## src/m3sa_pkg.sv

```systemverilog
// ----------------------------------------------------------------------------
// m3sa_pkg
// Shared widths, codes and inter-module types for the median-of-three
// smoothed average block.
// ----------------------------------------------------------------------------
package m3sa_pkg;

    // field widths
    localparam int SAMPLE_W = 24;
    localparam int TOTAL_W  = 7;
    localparam int CFG_W    = 6;
    localparam int KIND_W   = 2;
    // sum of up to 62 medians of 24-bit samples
    localparam int SUM_W    = SAMPLE_W + CFG_W;

    // configuration port
    localparam int PADDR_W   = 3;
    localparam int PDATA_W   = 32;
    localparam int REG_IDX_W = PADDR_W - 2;

    // register indexes
    localparam logic [REG_IDX_W-1:0] REG_WINDOW_SIZE = '0;

    // defaults
    localparam int               MAX_WINDOW_DEF = 63;
    localparam logic [CFG_W-1:0] WINDOW_RST     = 6'd10;

    // request kinds
    localparam logic [KIND_W-1:0] KIND_ADD     = 2'd0;
    localparam logic [KIND_W-1:0] KIND_REPORT  = 2'd1;
    localparam logic [KIND_W-1:0] KIND_RESTART = 2'd2;

    // control into the median accumulator
    typedef struct packed {
        logic clear;
        logic valid;
    } med_ctl_t;

    // status out of the divider
    typedef struct packed {
        logic                    done;
        logic signed [SUM_W-1:0] quotient;
    } div_res_t;

endpackage

```

## src/median3_smoothed_average.sv

```systemverilog
// ----------------------------------------------------------------------------
// median3_smoothed_average
// Restart: RAM read, then write to entry 0.
// Report with n >= 3 samples: the window is read through the single RAM
// read port (one sample per cycle), then the 1-bit-per-cycle divider (30
// steps) forms the average. Report with fewer samples skips both.
// A stalled result waits in the hold state.
// One request is in work at a time.
// Reset (aresetn, synchronous) empties the window and sets window_size to 10.
// ----------------------------------------------------------------------------
module median3_smoothed_average #(
    parameter int MAX_WINDOW = m3sa_pkg::MAX_WINDOW_DEF
) (
    input  logic                                 aclk,
    input  logic                                 aresetn,
    // request channel
    input  logic                                 s_valid,
    output logic                                 s_ready,
    input  logic [m3sa_pkg::KIND_W-1:0]          s_kind,
    input  logic signed [m3sa_pkg::SAMPLE_W-1:0] s_sample,
    // result channel
    output logic                                 m_valid,
    input  logic                                 m_ready,
    output logic signed [m3sa_pkg::SAMPLE_W-1:0] m_filtered_value,
    output logic [m3sa_pkg::TOTAL_W-1:0]         m_sample_total,
    // configuration port
    input  logic                                 psel,
    input  logic                                 penable,
    input  logic                                 pwrite,
    input  logic [m3sa_pkg::PADDR_W-1:0]         paddr,
    input  logic [m3sa_pkg::PDATA_W-1:0]         pwdata,
    output logic [m3sa_pkg::PDATA_W-1:0]         prdata,
    output logic                                 pready
);

    localparam int DEPTH = MAX_WINDOW + 1;
    localparam int AW    = $clog2(DEPTH);
    localparam int TW    = m3sa_pkg::TOTAL_W;

    typedef enum logic [2:0] {
        ST_IDLE,
        ST_SCAN,
        ST_DRAIN,
        ST_DIV_GO,
        ST_DIV_WAIT,
        ST_FIRST,
        ST_HOLD,
        ST_RST_WR
    } state_t;

    state_t                               state_reg;
    logic [TW-1:0]                        fill_reg;
    logic [m3sa_pkg::CFG_W-1:0]           ws_reg;
    logic [TW-1:0]                        scan_reg;
    logic                                 rd_vld_reg;
    logic signed [m3sa_pkg::SAMPLE_W-1:0] res_reg;
    logic                                 m_valid_reg;
    logic signed [m3sa_pkg::SAMPLE_W-1:0] m_value_reg;
    logic [TW-1:0]                        m_total_reg;

    logic [TW-1:0]                        fill_next;
    logic [TW-1:0]                        cap;
    logic                                 accept;
    logic                                 cfg_wr;
    logic                                 cfg_new;
    logic                                 room;
    logic                                 ram_we;
    logic [AW-1:0]                        ram_waddr;
    logic [m3sa_pkg::SAMPLE_W-1:0]        ram_wdata;
    logic [AW-1:0]                        ram_raddr;
    logic [m3sa_pkg::SAMPLE_W-1:0]        ram_rdata;
    m3sa_pkg::med_ctl_t                   med_ctl;
    logic signed [m3sa_pkg::SUM_W-1:0]    med_sum;
    m3sa_pkg::div_res_t                   div_res;
    logic                                 out_free;

    // handshake decode and window capacity
    always_comb begin
        cap      = (int'(ws_reg) > MAX_WINDOW) ? TW'(MAX_WINDOW) : TW'(ws_reg);
        accept   = s_valid && s_ready;
        cfg_wr   = psel && penable && pwrite &&
                   (paddr[m3sa_pkg::PADDR_W-1:2] == m3sa_pkg::REG_WINDOW_SIZE);
        cfg_new  = cfg_wr && (pwdata[m3sa_pkg::CFG_W-1:0] != ws_reg);
        room     = (fill_reg <= cap);
        out_free = !m_valid_reg || m_ready;
    end

    // next fill count; a new window size empties the window
    always_comb begin
        fill_next = fill_reg;
        if (accept && (s_kind == m3sa_pkg::KIND_ADD) && room) begin
            fill_next = fill_reg + TW'(1);
        end
        if (state_reg == ST_RST_WR) begin
            fill_next = TW'(1);
        end
        if (cfg_new) begin
            fill_next = '0;
        end
    end

    assign s_ready = (state_reg == ST_IDLE);
    assign pready  = 1'b1;

    // register read back
    always_comb begin
        prdata = '0;
        if (paddr[m3sa_pkg::PADDR_W-1:2] == m3sa_pkg::REG_WINDOW_SIZE) begin
            prdata = m3sa_pkg::PDATA_W'(ws_reg);
        end
    end

    // RAM access selection
    always_comb begin
        ram_we    = 1'b0;
        ram_waddr = AW'(fill_reg);
        ram_wdata = s_sample;
        ram_raddr = '0;
        case (state_reg)
            ST_IDLE: begin
                ram_we = accept && (s_kind == m3sa_pkg::KIND_ADD) && room;
                if (accept && (s_kind == m3sa_pkg::KIND_RESTART)) begin
                    ram_raddr = AW'(fill_reg - TW'(1));
                end
            end
            ST_SCAN: begin
                ram_raddr = AW'(scan_reg);
            end
            ST_RST_WR: begin
                ram_we    = 1'b1;
                ram_waddr = '0;
                ram_wdata = ram_rdata;
            end
            default: begin
                ram_we = 1'b0;
            end
        endcase
    end

    // median accumulator control
    assign med_ctl.clear = accept && (s_kind == m3sa_pkg::KIND_REPORT);
    assign med_ctl.valid = rd_vld_reg;

    m3sa_ram #(
        .WIDTH (m3sa_pkg::SAMPLE_W),
        .DEPTH (DEPTH)
    ) u_ram (
        .aclk  (aclk),
        .we    (ram_we),
        .waddr (ram_waddr),
        .wdata (ram_wdata),
        .raddr (ram_raddr),
        .rdata (ram_rdata)
    );

    m3sa_med_acc u_med (
        .aclk    (aclk),
        .aresetn (aresetn),
        .ctl     (med_ctl),
        .din     ($signed(ram_rdata)),
        .sum     (med_sum)
    );

    m3sa_div u_div (
        .aclk     (aclk),
        .aresetn  (aresetn),
        .start    (state_reg == ST_DIV_GO),
        .dividend (med_sum),
        .divisor  (fill_reg - TW'(2)),
        .res      (div_res)
    );

    // sequencer, window state and result register
    always_ff @(posedge aclk) begin
        if (!aresetn) begin
            state_reg   <= ST_IDLE;
            fill_reg    <= '0;
            ws_reg      <= m3sa_pkg::WINDOW_RST;
            scan_reg    <= '0;
            rd_vld_reg  <= 1'b0;
            m_valid_reg <= 1'b0;
        end else begin
            fill_reg <= fill_next;
            // a RAM read issued this cycle reaches the accumulator next cycle
            rd_vld_reg <= (state_reg == ST_SCAN) ||
                          (accept && (s_kind == m3sa_pkg::KIND_REPORT) &&
                           (fill_reg > TW'(2)));
            // result valid: set from the hold state, cleared when taken
            if ((state_reg == ST_HOLD) && out_free) begin
                m_valid_reg <= 1'b1;
            end else if (m_ready) begin
                m_valid_reg <= 1'b0;
            end
            case (state_reg)
                ST_IDLE: begin
                    if (accept) begin
                        case (s_kind)
                            m3sa_pkg::KIND_REPORT: begin
                                if (fill_reg > TW'(2)) begin
                                    // entry 0 is read this cycle
                                    scan_reg   <= TW'(1);
                                    state_reg  <= ST_SCAN;
                                end else if (fill_reg != '0) begin
                                    state_reg <= ST_FIRST;
                                end else begin
                                    res_reg   <= '0;
                                    state_reg <= ST_HOLD;
                                end
                            end
                            m3sa_pkg::KIND_RESTART: begin
                                if (fill_reg != '0) begin
                                    state_reg <= ST_RST_WR;
                                end
                            end
                            default: begin
                                state_reg <= ST_IDLE;
                            end
                        endcase
                    end
                end
                ST_SCAN: begin
                    scan_reg   <= scan_reg + TW'(1);
                    if (scan_reg == fill_reg - TW'(1)) begin
                        state_reg <= ST_DRAIN;
                    end
                end
                ST_DRAIN: begin
                    // last sample enters the accumulator at this edge
                    state_reg <= ST_DIV_GO;
                end
                ST_DIV_GO: begin
                    state_reg <= ST_DIV_WAIT;
                end
                ST_DIV_WAIT: begin
                    if (div_res.done) begin
                        res_reg   <= div_res.quotient[m3sa_pkg::SAMPLE_W-1:0];
                        state_reg <= ST_HOLD;
                    end
                end
                ST_FIRST: begin
                    res_reg   <= $signed(ram_rdata);
                    state_reg <= ST_HOLD;
                end
                ST_HOLD: begin
                    if (out_free) begin
                        m_value_reg <= res_reg;
                        m_total_reg <= fill_reg;
                        state_reg   <= ST_IDLE;
                    end
                end
                ST_RST_WR: begin
                    state_reg <= ST_IDLE;
                end
                default: begin
                    state_reg <= ST_IDLE;
                end
            endcase
            // a new window size
            if (cfg_new) begin
                ws_reg <= pwdata[m3sa_pkg::CFG_W-1:0];
            end
        end
    end

    assign m_valid          = m_valid_reg;
    assign m_filtered_value = m_value_reg;
    assign m_sample_total   = m_total_reg;

`ifndef NO_ASSERTIONS
    // window never holds more than the RAM depth
    a_fill_bound: assert property (@(posedge aclk) disable iff (!aresetn)
        int'(fill_reg) <= DEPTH)
        else $error("fill count beyond window depth");

    // an accepted add with room grows the window by one
    a_add_grows: assert property (@(posedge aclk) disable iff (!aresetn)
        (accept && (s_kind == m3sa_pkg::KIND_ADD) && room && !cfg_wr)
        |=> (fill_reg == $past(fill_reg) + TW'(1)))
        else $error("add request did not grow the window");

    // divider finishes only while the sequencer waits for it
    a_div_done: assert property (@(posedge aclk) disable iff (!aresetn)
        div_res.done |-> (state_reg == ST_DIV_WAIT))
        else $error("divider result outside the wait state");

    // a restart leaves exactly one sample
    a_restart_one: assert property (@(posedge aclk) disable iff (!aresetn)
        (state_reg == ST_RST_WR && !cfg_wr) |=> (fill_reg == TW'(1)))
        else $error("restart did not keep one sample");
`endif

endmodule

```

## src/m3sa_ram.sv

```systemverilog
// ----------------------------------------------------------------------------
// m3sa_ram
// Generic single-write, single-read RAM with a registered read port.
// ----------------------------------------------------------------------------
module m3sa_ram #(
    parameter int WIDTH = 24,
    parameter int DEPTH = 64
) (
    input  logic                     aclk,
    input  logic                     we,
    input  logic [$clog2(DEPTH)-1:0] waddr,
    input  logic [WIDTH-1:0]         wdata,
    input  logic [$clog2(DEPTH)-1:0] raddr,
    output logic [WIDTH-1:0]         rdata
);

    logic [WIDTH-1:0] mem [DEPTH];

    // write port and registered read port
    always_ff @(posedge aclk) begin
        if (we) begin
            mem[waddr] <= wdata;
        end
        rdata <= mem[raddr];
    end

endmodule

```

## src/m3sa_med_acc.sv

```systemverilog
// ----------------------------------------------------------------------------
// m3sa_med_acc
// Takes the sample stream read from the window and accumulates the median
// of every three neighboring samples.
// ----------------------------------------------------------------------------
module m3sa_med_acc (
    input  logic                                aclk,
    input  logic                                aresetn,
    input  m3sa_pkg::med_ctl_t                  ctl,
    input  logic signed [m3sa_pkg::SAMPLE_W-1:0] din,
    output logic signed [m3sa_pkg::SUM_W-1:0]    sum
);

    logic signed [m3sa_pkg::SAMPLE_W-1:0] a_reg;
    logic signed [m3sa_pkg::SAMPLE_W-1:0] b_reg;
    logic signed [m3sa_pkg::SUM_W-1:0]    sum_reg;
    logic [1:0]                           cnt_reg;

    logic signed [m3sa_pkg::SAMPLE_W-1:0] lo_ab;
    logic signed [m3sa_pkg::SAMPLE_W-1:0] hi_ab;
    logic signed [m3sa_pkg::SAMPLE_W-1:0] lo_hc;
    logic signed [m3sa_pkg::SAMPLE_W-1:0] mid;

    // median = max(min(a,b), min(max(a,b),c))
    always_comb begin
        lo_ab = (a_reg < b_reg) ? a_reg : b_reg;
        hi_ab = (a_reg < b_reg) ? b_reg : a_reg;
        lo_hc = (hi_ab < din) ? hi_ab : din;
        mid   = (lo_ab > lo_hc) ? lo_ab : lo_hc;
    end

    // two-sample history and running sum
    always_ff @(posedge aclk) begin
        if (!aresetn) begin
            cnt_reg <= 2'd0;
            sum_reg <= '0;
        end else if (ctl.clear) begin
            cnt_reg <= 2'd0;
            sum_reg <= '0;
        end else if (ctl.valid) begin
            a_reg <= b_reg;
            b_reg <= din;
            if (cnt_reg == 2'd2) begin
                sum_reg <= sum_reg + m3sa_pkg::SUM_W'(mid);
            end else begin
                cnt_reg <= cnt_reg + 2'd1;
            end
        end
    end

    assign sum = sum_reg;

endmodule

```

## src/m3sa_div.sv

```systemverilog
// ----------------------------------------------------------------------------
// m3sa_div
// Restoring divider, one quotient bit per cycle: signed dividend by an
// unsigned count, quotient truncated toward zero.
// ----------------------------------------------------------------------------
module m3sa_div (
    input  logic                                aclk,
    input  logic                                aresetn,
    input  logic                                start,
    input  logic signed [m3sa_pkg::SUM_W-1:0]    dividend,
    input  logic [m3sa_pkg::TOTAL_W-1:0]         divisor,
    output m3sa_pkg::div_res_t                   res
);

    localparam int CNT_W = $clog2(m3sa_pkg::SUM_W);

    logic                           busy_reg;
    logic                           done_reg;
    logic                           neg_reg;
    logic [CNT_W-1:0]               cnt_reg;
    logic [m3sa_pkg::SUM_W-1:0]     quo_reg;
    logic [m3sa_pkg::TOTAL_W-1:0]   rem_reg;
    logic [m3sa_pkg::TOTAL_W-1:0]   div_reg;

    logic [m3sa_pkg::SUM_W-1:0]     mag;
    logic [m3sa_pkg::TOTAL_W:0]     shifted;
    logic [m3sa_pkg::TOTAL_W:0]     diff;
    logic                           qbit;
    logic [m3sa_pkg::TOTAL_W-1:0]   rem_next;

    // magnitude of the dividend and one restoring step
    always_comb begin
        mag      = dividend[m3sa_pkg::SUM_W-1] ? m3sa_pkg::SUM_W'(-dividend)
                                               : m3sa_pkg::SUM_W'(dividend);
        shifted  = {rem_reg, quo_reg[m3sa_pkg::SUM_W-1]};
        diff     = shifted - {1'b0, div_reg};
        qbit     = (shifted >= {1'b0, div_reg});
        rem_next = qbit ? diff[m3sa_pkg::TOTAL_W-1:0] : shifted[m3sa_pkg::TOTAL_W-1:0];
    end

    // iteration control
    always_ff @(posedge aclk) begin
        if (!aresetn) begin
            busy_reg <= 1'b0;
            done_reg <= 1'b0;
            cnt_reg  <= '0;
        end else begin
            // one-cycle pulse after the last step
            done_reg <= busy_reg && !start &&
                        (cnt_reg == CNT_W'(m3sa_pkg::SUM_W - 1));
            if (start) begin
                busy_reg <= 1'b1;
                cnt_reg  <= '0;
                quo_reg  <= mag;
                rem_reg  <= '0;
                div_reg  <= divisor;
                neg_reg  <= dividend[m3sa_pkg::SUM_W-1];
            end else if (busy_reg) begin
                rem_reg <= rem_next;
                quo_reg <= {quo_reg[m3sa_pkg::SUM_W-2:0], qbit};
                cnt_reg <= cnt_reg + CNT_W'(1);
                if (cnt_reg == CNT_W'(m3sa_pkg::SUM_W - 1)) begin
                    busy_reg <= 1'b0;
                end
            end
        end
    end

    assign res.done     = done_reg;
    assign res.quotient = neg_reg ? -$signed(quo_reg) : $signed(quo_reg);

endmodule

```

## config.mk

```make
export PLATFORM = sky130hd
export DESIGN_NAME = median3_smoothed_average
export DESIGN_NICKNAME = d
export VERILOG_FILES = /design/src/m3sa_pkg.sv /design/src/median3_smoothed_average.sv /design/src/m3sa_ram.sv /design/src/m3sa_med_acc.sv /design/src/m3sa_div.sv
export SDC_FILE = /design/constraint.sdc
export NUM_CORES = 2
export LEC_CHECK = 0
export ABC_AREA = 1
export BUFFER_PORTS_ARGS = -buffer_cell sky130_fd_sc_hd__buf_2
export CORE_MARGIN = 4
export CORE_UTILIZATION = 45
export CTS_CLUSTER_DIAMETER = 200
export CTS_CLUSTER_SIZE = 14
export DETAILED_ROUTE_END_ITERATION = 10
export PLACE_DENSITY = 0.61
export RECOVER_POWER = 25
export SLEW_MARGIN = 20
export SYNTH_ARGS = -nofsm -noshare
export SYNTH_HDL_FRONTEND = slang
export SYNTH_SLANG_ARGS = --single-unit
```

## constraint.sdc

```tcl
create_clock -name aclk -period 13.06 [get_ports aclk]
set_clock_uncertainty 0.2 [all_clocks]
set_input_delay 0.653 -clock aclk [delete_from_list [all_inputs] [get_ports aclk]]
set_output_delay 0.653 -clock aclk [all_outputs]
set_load 0.02 [all_outputs]
```

### Word-level counts from Yosys, hierarchy flattened

Memories as Yosys holds them, arrays and structs flattened. A register that Yosys moved wholly into a read port is not among the register bits.
Index checks and enable logic that the tools add are counted.

* flip-flop bits (word level): 212
* RAM bits: 1536
* input bits: 68
* word-level logic and storage cells: 146
* memories kept: 1

* add/sub/neg operators: 10
* magnitude comparators: 6
* equal/unequal tests: 22
* muxes and demuxes: 44
* bitwise gates (word level): 4
* reduce and logical (&&, ||, !) cells: 38

Memory list
* u_ram.mem: depth 64, width 24, read ports 1, clocked after Yosys merged registers in 1, write ports 1, RTL line m3sa_ram.sv:17 `logic [WIDTH-1:0] mem [DEPTH];`

Operator list (count)
* two-way mux 24 bit: 11
* two-way mux 30 bit: 3
* case mux 24 bit (3 select lines): 1
* less-than comparator 24 bit: 2
* two-way mux 7 bit: 5
* adder 30 x 24 -> 30 bit: 1
* negator 30 bit: 1
* greater-than comparator 24 bit: 1
* negator 24 bit: 1
* case mux 3 bit (8 select lines): 1
* two-way mux 3 bit: 6
* two-way mux 6 bit: 3
* adder 7 x 1 -> 7 bit (second input constant): 2
* case mux 7 bit (2 select lines): 1
* logical AND 1 bit: 13
* equality test 3 bit (second input constant): 4
* case mux 6 bit (2 select lines): 1
* != test 2 x 1 -> 1 bit (second input constant): 5
* two-way mux 1 bit: 9
* greater-or-equal comparator 8 x 7 -> 1 bit: 1
* AND reduction 2 bit: 4
* nonzero test 2 bit: 4
* equality test 7 bit: 1
* greater-than comparator 7 x 2 -> 1 bit (second input constant): 1
* 30 further kinds: 42

### Logic depth before layout (Yosys ltp)

* depth in word-level cells: 7
* gate-level depth with buffers: 65

### Cells and area by module

Synthesis repeated with hierarchy kept, for this count alone.

* cells, all modules: 7297
* area total of the unflattened synthesis: 78350.1 um^2

Modules (own cells, without submodules)
* m3sa_ram: instances 1, cells an instance 5230, area each 62755.2 um^2
* m3sa_med_acc: instances 1, cells an instance 922, area each 6827.8 um^2
* median3_smoothed_average: instances 1, cells an instance 549, area each 4566.9 um^2
* m3sa_div: instances 1, cells an instance 596, area each 4200.3 um^2

### Worst setup path before layout

No wires, ideal clock.

* kind: reg-to-reg
* start: register u_med.a_reg[23] (netlist name)
* end: register u_med.sum_reg (netlist bit u_med.sum[26])
* library setup time: 115 ps
* arrival: 7830 ps
* slack: 4915 ps
* cell stages (with the launch flop): 57
* clock period less this slack: 8145 ps
* cell sequence: edfxtp_1 ha_1 nand2_1 nor2_2 nand2_1 nor2_1 nand2_1 nand2_1 nor2_2 nand2_2 nand2_1 nand2_1 clkbuf_1 nand2_1 o21ai_0 ha_1 a21oi_1 nor2_1 (+21 left out) nand2_1 o21ai_2 fa_1 nand3_1 nand2_1 a31oi_1 o21ai_1 a21boi_1 o21ai_2 a21oi_2 inv_1 a21oi_2 o21ai_2 a21boi_1 o21ai_0 xor2_1 o21ai_0 inv_1

* cells in the longest elaborated chain, start to end: 7
* elaborated cells between the ends (all ways): 8
* classes of those cells: add/sub: 1; order compare: 3; mux: 4

RTL lines
* start, declared: RTL line m3sa_med_acc.sv:14 `logic signed [m3sa_pkg::SAMPLE_W-1:0] a_reg;`
* start signal, assigned: RTL line m3sa_med_acc.sv:41 `a_reg <= b_reg;`
* less-than comparator 24 bit: RTL line m3sa_med_acc.sv:26, m3sa_med_acc.sv:27
* two-way mux 24 bit: RTL line m3sa_med_acc.sv:27 `hi_ab = (a_reg < b_reg) ? b_reg : a_reg;`
* less-than comparator 24 bit: RTL line m3sa_med_acc.sv:28 `lo_hc = (hi_ab < din) ? hi_ab : din;`
* two-way mux 24 bit: RTL line m3sa_med_acc.sv:28
* greater-than comparator 24 bit: RTL line m3sa_med_acc.sv:29 `mid = (lo_ab > lo_hc) ? lo_ab : lo_hc;`
* two-way mux 24 bit (*): RTL line m3sa_med_acc.sv:29
* adder 30 x 24 -> 30 bit (*): RTL line m3sa_med_acc.sv:44 `sum_reg <= sum_reg + m3sa_pkg::SUM_W'(mid);`
* end signal, assigned: RTL line m3sa_med_acc.sv:44
* end, declared: RTL line m3sa_med_acc.sv:16 `logic signed [m3sa_pkg::SUM_W-1:0] sum_reg;`

Mark *: on every way between the ends. The rest lies on a longest branch, timed or not.
A chain may end at the register's enable or synchronous reset.

### Worst setup path in the final report

Ends and elaborated chain as after synthesis.

==> impl_metrics.toml <==
[outcome]
status = "finished with violations"
violations = "max-capacitance violations, max-slew violations"

[route]
dr.pass1.iters = 5
wirelength_um = 204000
drt_iter0_drc = 5647
wl_per_cell_um = 24.6
vias = 48900
via_per_inst = 5.90
drc = 0
final_antenna_net_count = 0

[synth]
yosysMostFrequentCell = "edfxtp_1"
synth.top_cell.area_share = 0.676
synth.distinct_cells = 59
syn-instance-count = 6069
ys_top_cells_by_area = "edfxtp_1, o21ai_0, nor2_1, dfxtp_1, o221ai_1"
synth_seq_cells = 1772
synthTopCellsByCount = "edfxtp_1, nor2_1, o21ai_0, nand2_1, clkbuf_1"
async_flop_share = 0
syn_area_sq_um = 74800
synthAdderAreaFrac = 0.0220
synth_warnings = 0
synth-simple-area-share = 0.0877
synth_top_family_by_area = "compound AO/OA/AOI/OAI gates"
muxShareOfSynthArea = 0.000134
synthXorXnorAreaFrac = 0.00878
synth-edff-count = 1684
synth_top_flop_cell = "edfxtp_1"
synth.avg_cell_area_sq_um = 12.3
synth_compound_area_frac = 0.145
synth_top_cell_by_area = "edfxtp_1"
ys_seq_area_frac = 0.700

[timing]
hold_viol = 0
drv_slew = 988
period_minus_slack_ns = 10.47
setup_viol_count_final = 0
rsz0062_at_grt = "no"
period_share = 0.802
relSlewSlack = -1.77
tns_ns = 0
worst_pin_slew_ns = 4.15
hold_ws_ns = 0.214
fmax_mhz = 95.5

[setup_path]
crit_top_cell = "nand2_1"
start_kind = "flop"
setup.worst_path.class = "flop to flop"
slowest_stage = "clkinv_1"
worstReg2RegStart = "u_med.a_reg[23]"
rr_worst_depth = 56
required_ns = 13.54
cpPeakStageDelay_ns = 0.81
cpLargestDelayFamily = "compound AO/OA/AOI/OAI gates"
crit_buf_inv = 7
r2r-end = "u_med.sum[26]"
end_kind = "flop"
worst-path-max-fanout = 45
arrival_ns = 10.94
r2r_setup_slack_ns = 2.59

[global_route]
grt-ovfl-total = 0
grt_pass1_vias = 46000
grt_usage = 0.230
grt_max_degree = 210
antenna_found_initial = 4
grt_first_pass_wirelength_um = 300000

[cts]
cts_buffers = 144
cts_tree = "done"
htree_levels = 4
clk_pin_slew_ns = 0.08
cts-root-buf = "clkbuf_16"
cts_sinks = 1772
clk_latency_ns = 0.80
clk_path_buf_depth = 3
post_cts_buffers = 0

[final_layout]
finalNetCount = 6254
drive_above_1_share = 0.0800
largest_register_ffs = 1536
final_cells = 8291
areaGrowthSynthToFinish_pct = 9.30

[power]
p_leak_nw = 26.7
cellPowerDensity_nw_per_um2 = 166
peakVddDrop_uv = 145

[min_path]
hold_path.class = "flop to flop"
min_to = "m_filtered_value[6]"
holdPathStages = 0
hp-start = "res_reg[6]"

[floorplanning]
start_util = 0.453
ioPinCount = 134
chipHeight_um = 416
core-area_sq_um = 165000
fp.dieArea_sq_um = 173000
fp-row-count = 149
die_w_um = 416

[run]
cap_violations = 18

[placement]
gp_congestion = 0.864
portBuffers = 78
dp.cells = 8087
dp_hpwl_um = 112000
==> cells in the final DEF (no fill, tap or decap), types with 97 or more instances in the layout <==
| master | synthesis | final |
|---|---|---|
| inv_1 | 247 | 245 |
| nand3_1 | 198 | 198 |
| edfxtp_1 | 1684 | 1684 |
| nor2_1 | 959 | 893 |
| o22ai_1 | 217 | 215 |
| o21ai_0 | 928 | 908 |
| a21oi_1 | 127 | 127 |
| ha_1 | 128 | 128 |
| o221ai_1 | 194 | 194 |
| clkbuf_1 | 323 | 97 |
| clkbuf_16 | 0 | 149 |
| nand2_1 | 382 | 382 |
| o211ai_1 | 201 | 201 |
| buf_4 | 29 | 107 |
==> metrics by stage <==
step                       util  total power (W)  setup WS, ns  instance area, sq um
final                     0.495           0.0136          2.59                 81700
after global routing      0.495           0.0142          1.65                 81700
after CTS                 0.497           0.0136          2.67                 81900
after detailed placement  0.472          0.00971          2.72                 77900
after global placement    0.472          0.00965          2.77                 77900
after floorplan               -          0.00875          4.91                 74900
==> layout make-up <==
class | count | area (sq um)
Fill cell | 14200 | 83300
Sequential cell | 1772 | 52300
Timing Repair Buffer | 228 | 1500
Antenna cell | 4 | 10.0
Inverter | 261 | 1010
Clock buffer | 182 | 3850
Tap cell | 2189 | 2740
Clock inverter | 6 | 67.6
Multi-Input combinational cell | 3649 | 20200
==> metal layers <==
layer | up-vias | GRT usage | wire length, um
li1 | 22400 | - | -
met1 | 24200 | 0.324 | 86200
met2 | 2050 | 0.367 | 94400
met3 | 285 | 0.0361 | 16800
met4 | 0 | 0.0800 | 6490
met5 | - | 0 | 0
==> worst max path at each step <==
stage / start / end / slack [ns] / depth (start not counted)
6_report: u_med.a_reg[23] / u_med.sum[26] / 2.59 / 56
5_1_grt: u_med.a_reg[23] / u_med.sum[29] / 1.65 / 57
4_1_cts: u_med.a_reg[23] / u_med.sum[26] / 2.67 / 53
3_5_place_dp: u_med.a_reg[23] / u_med.sum[26] / 2.72 / 55
3_3_place_gp: u_med.a_reg[23] / u_med.sum[26] / 2.77 / 53
2_1_floorplan: u_med.a_reg[23] / u_med.sum[26] / 4.91 / 56
==> what timing repair did <==
action | CTS | global route
setup endpoints to repair | 0 | 0
gates resized for setup | 0 | 0
endpoints found under the hold margin | 8 | 0
hold buffers | 11 | 0
==> power by group <==
| group | internal (W) | total (W) | switching, W |
|---|---|---|---|
| Sequential | 0.00635 | 0.00639 | 0.0000457 |
| Combinational | 0.000922 | 0.00323 | 0.00231 |
| Clock | 0.00205 | 0.00395 | 0.00190 |
==> logic make-up after synthesis <==
kind of cell | Yosys count
AOI/OAI and AO/OA | 1795
DFF | 1772
and+or+nand+nor | 1621
buffers and inverters | 673
adders and majority gates | 130
xor gates and xnor gates | 75
other | 2
muxes | 1
(Power assumes the default switching activity.)
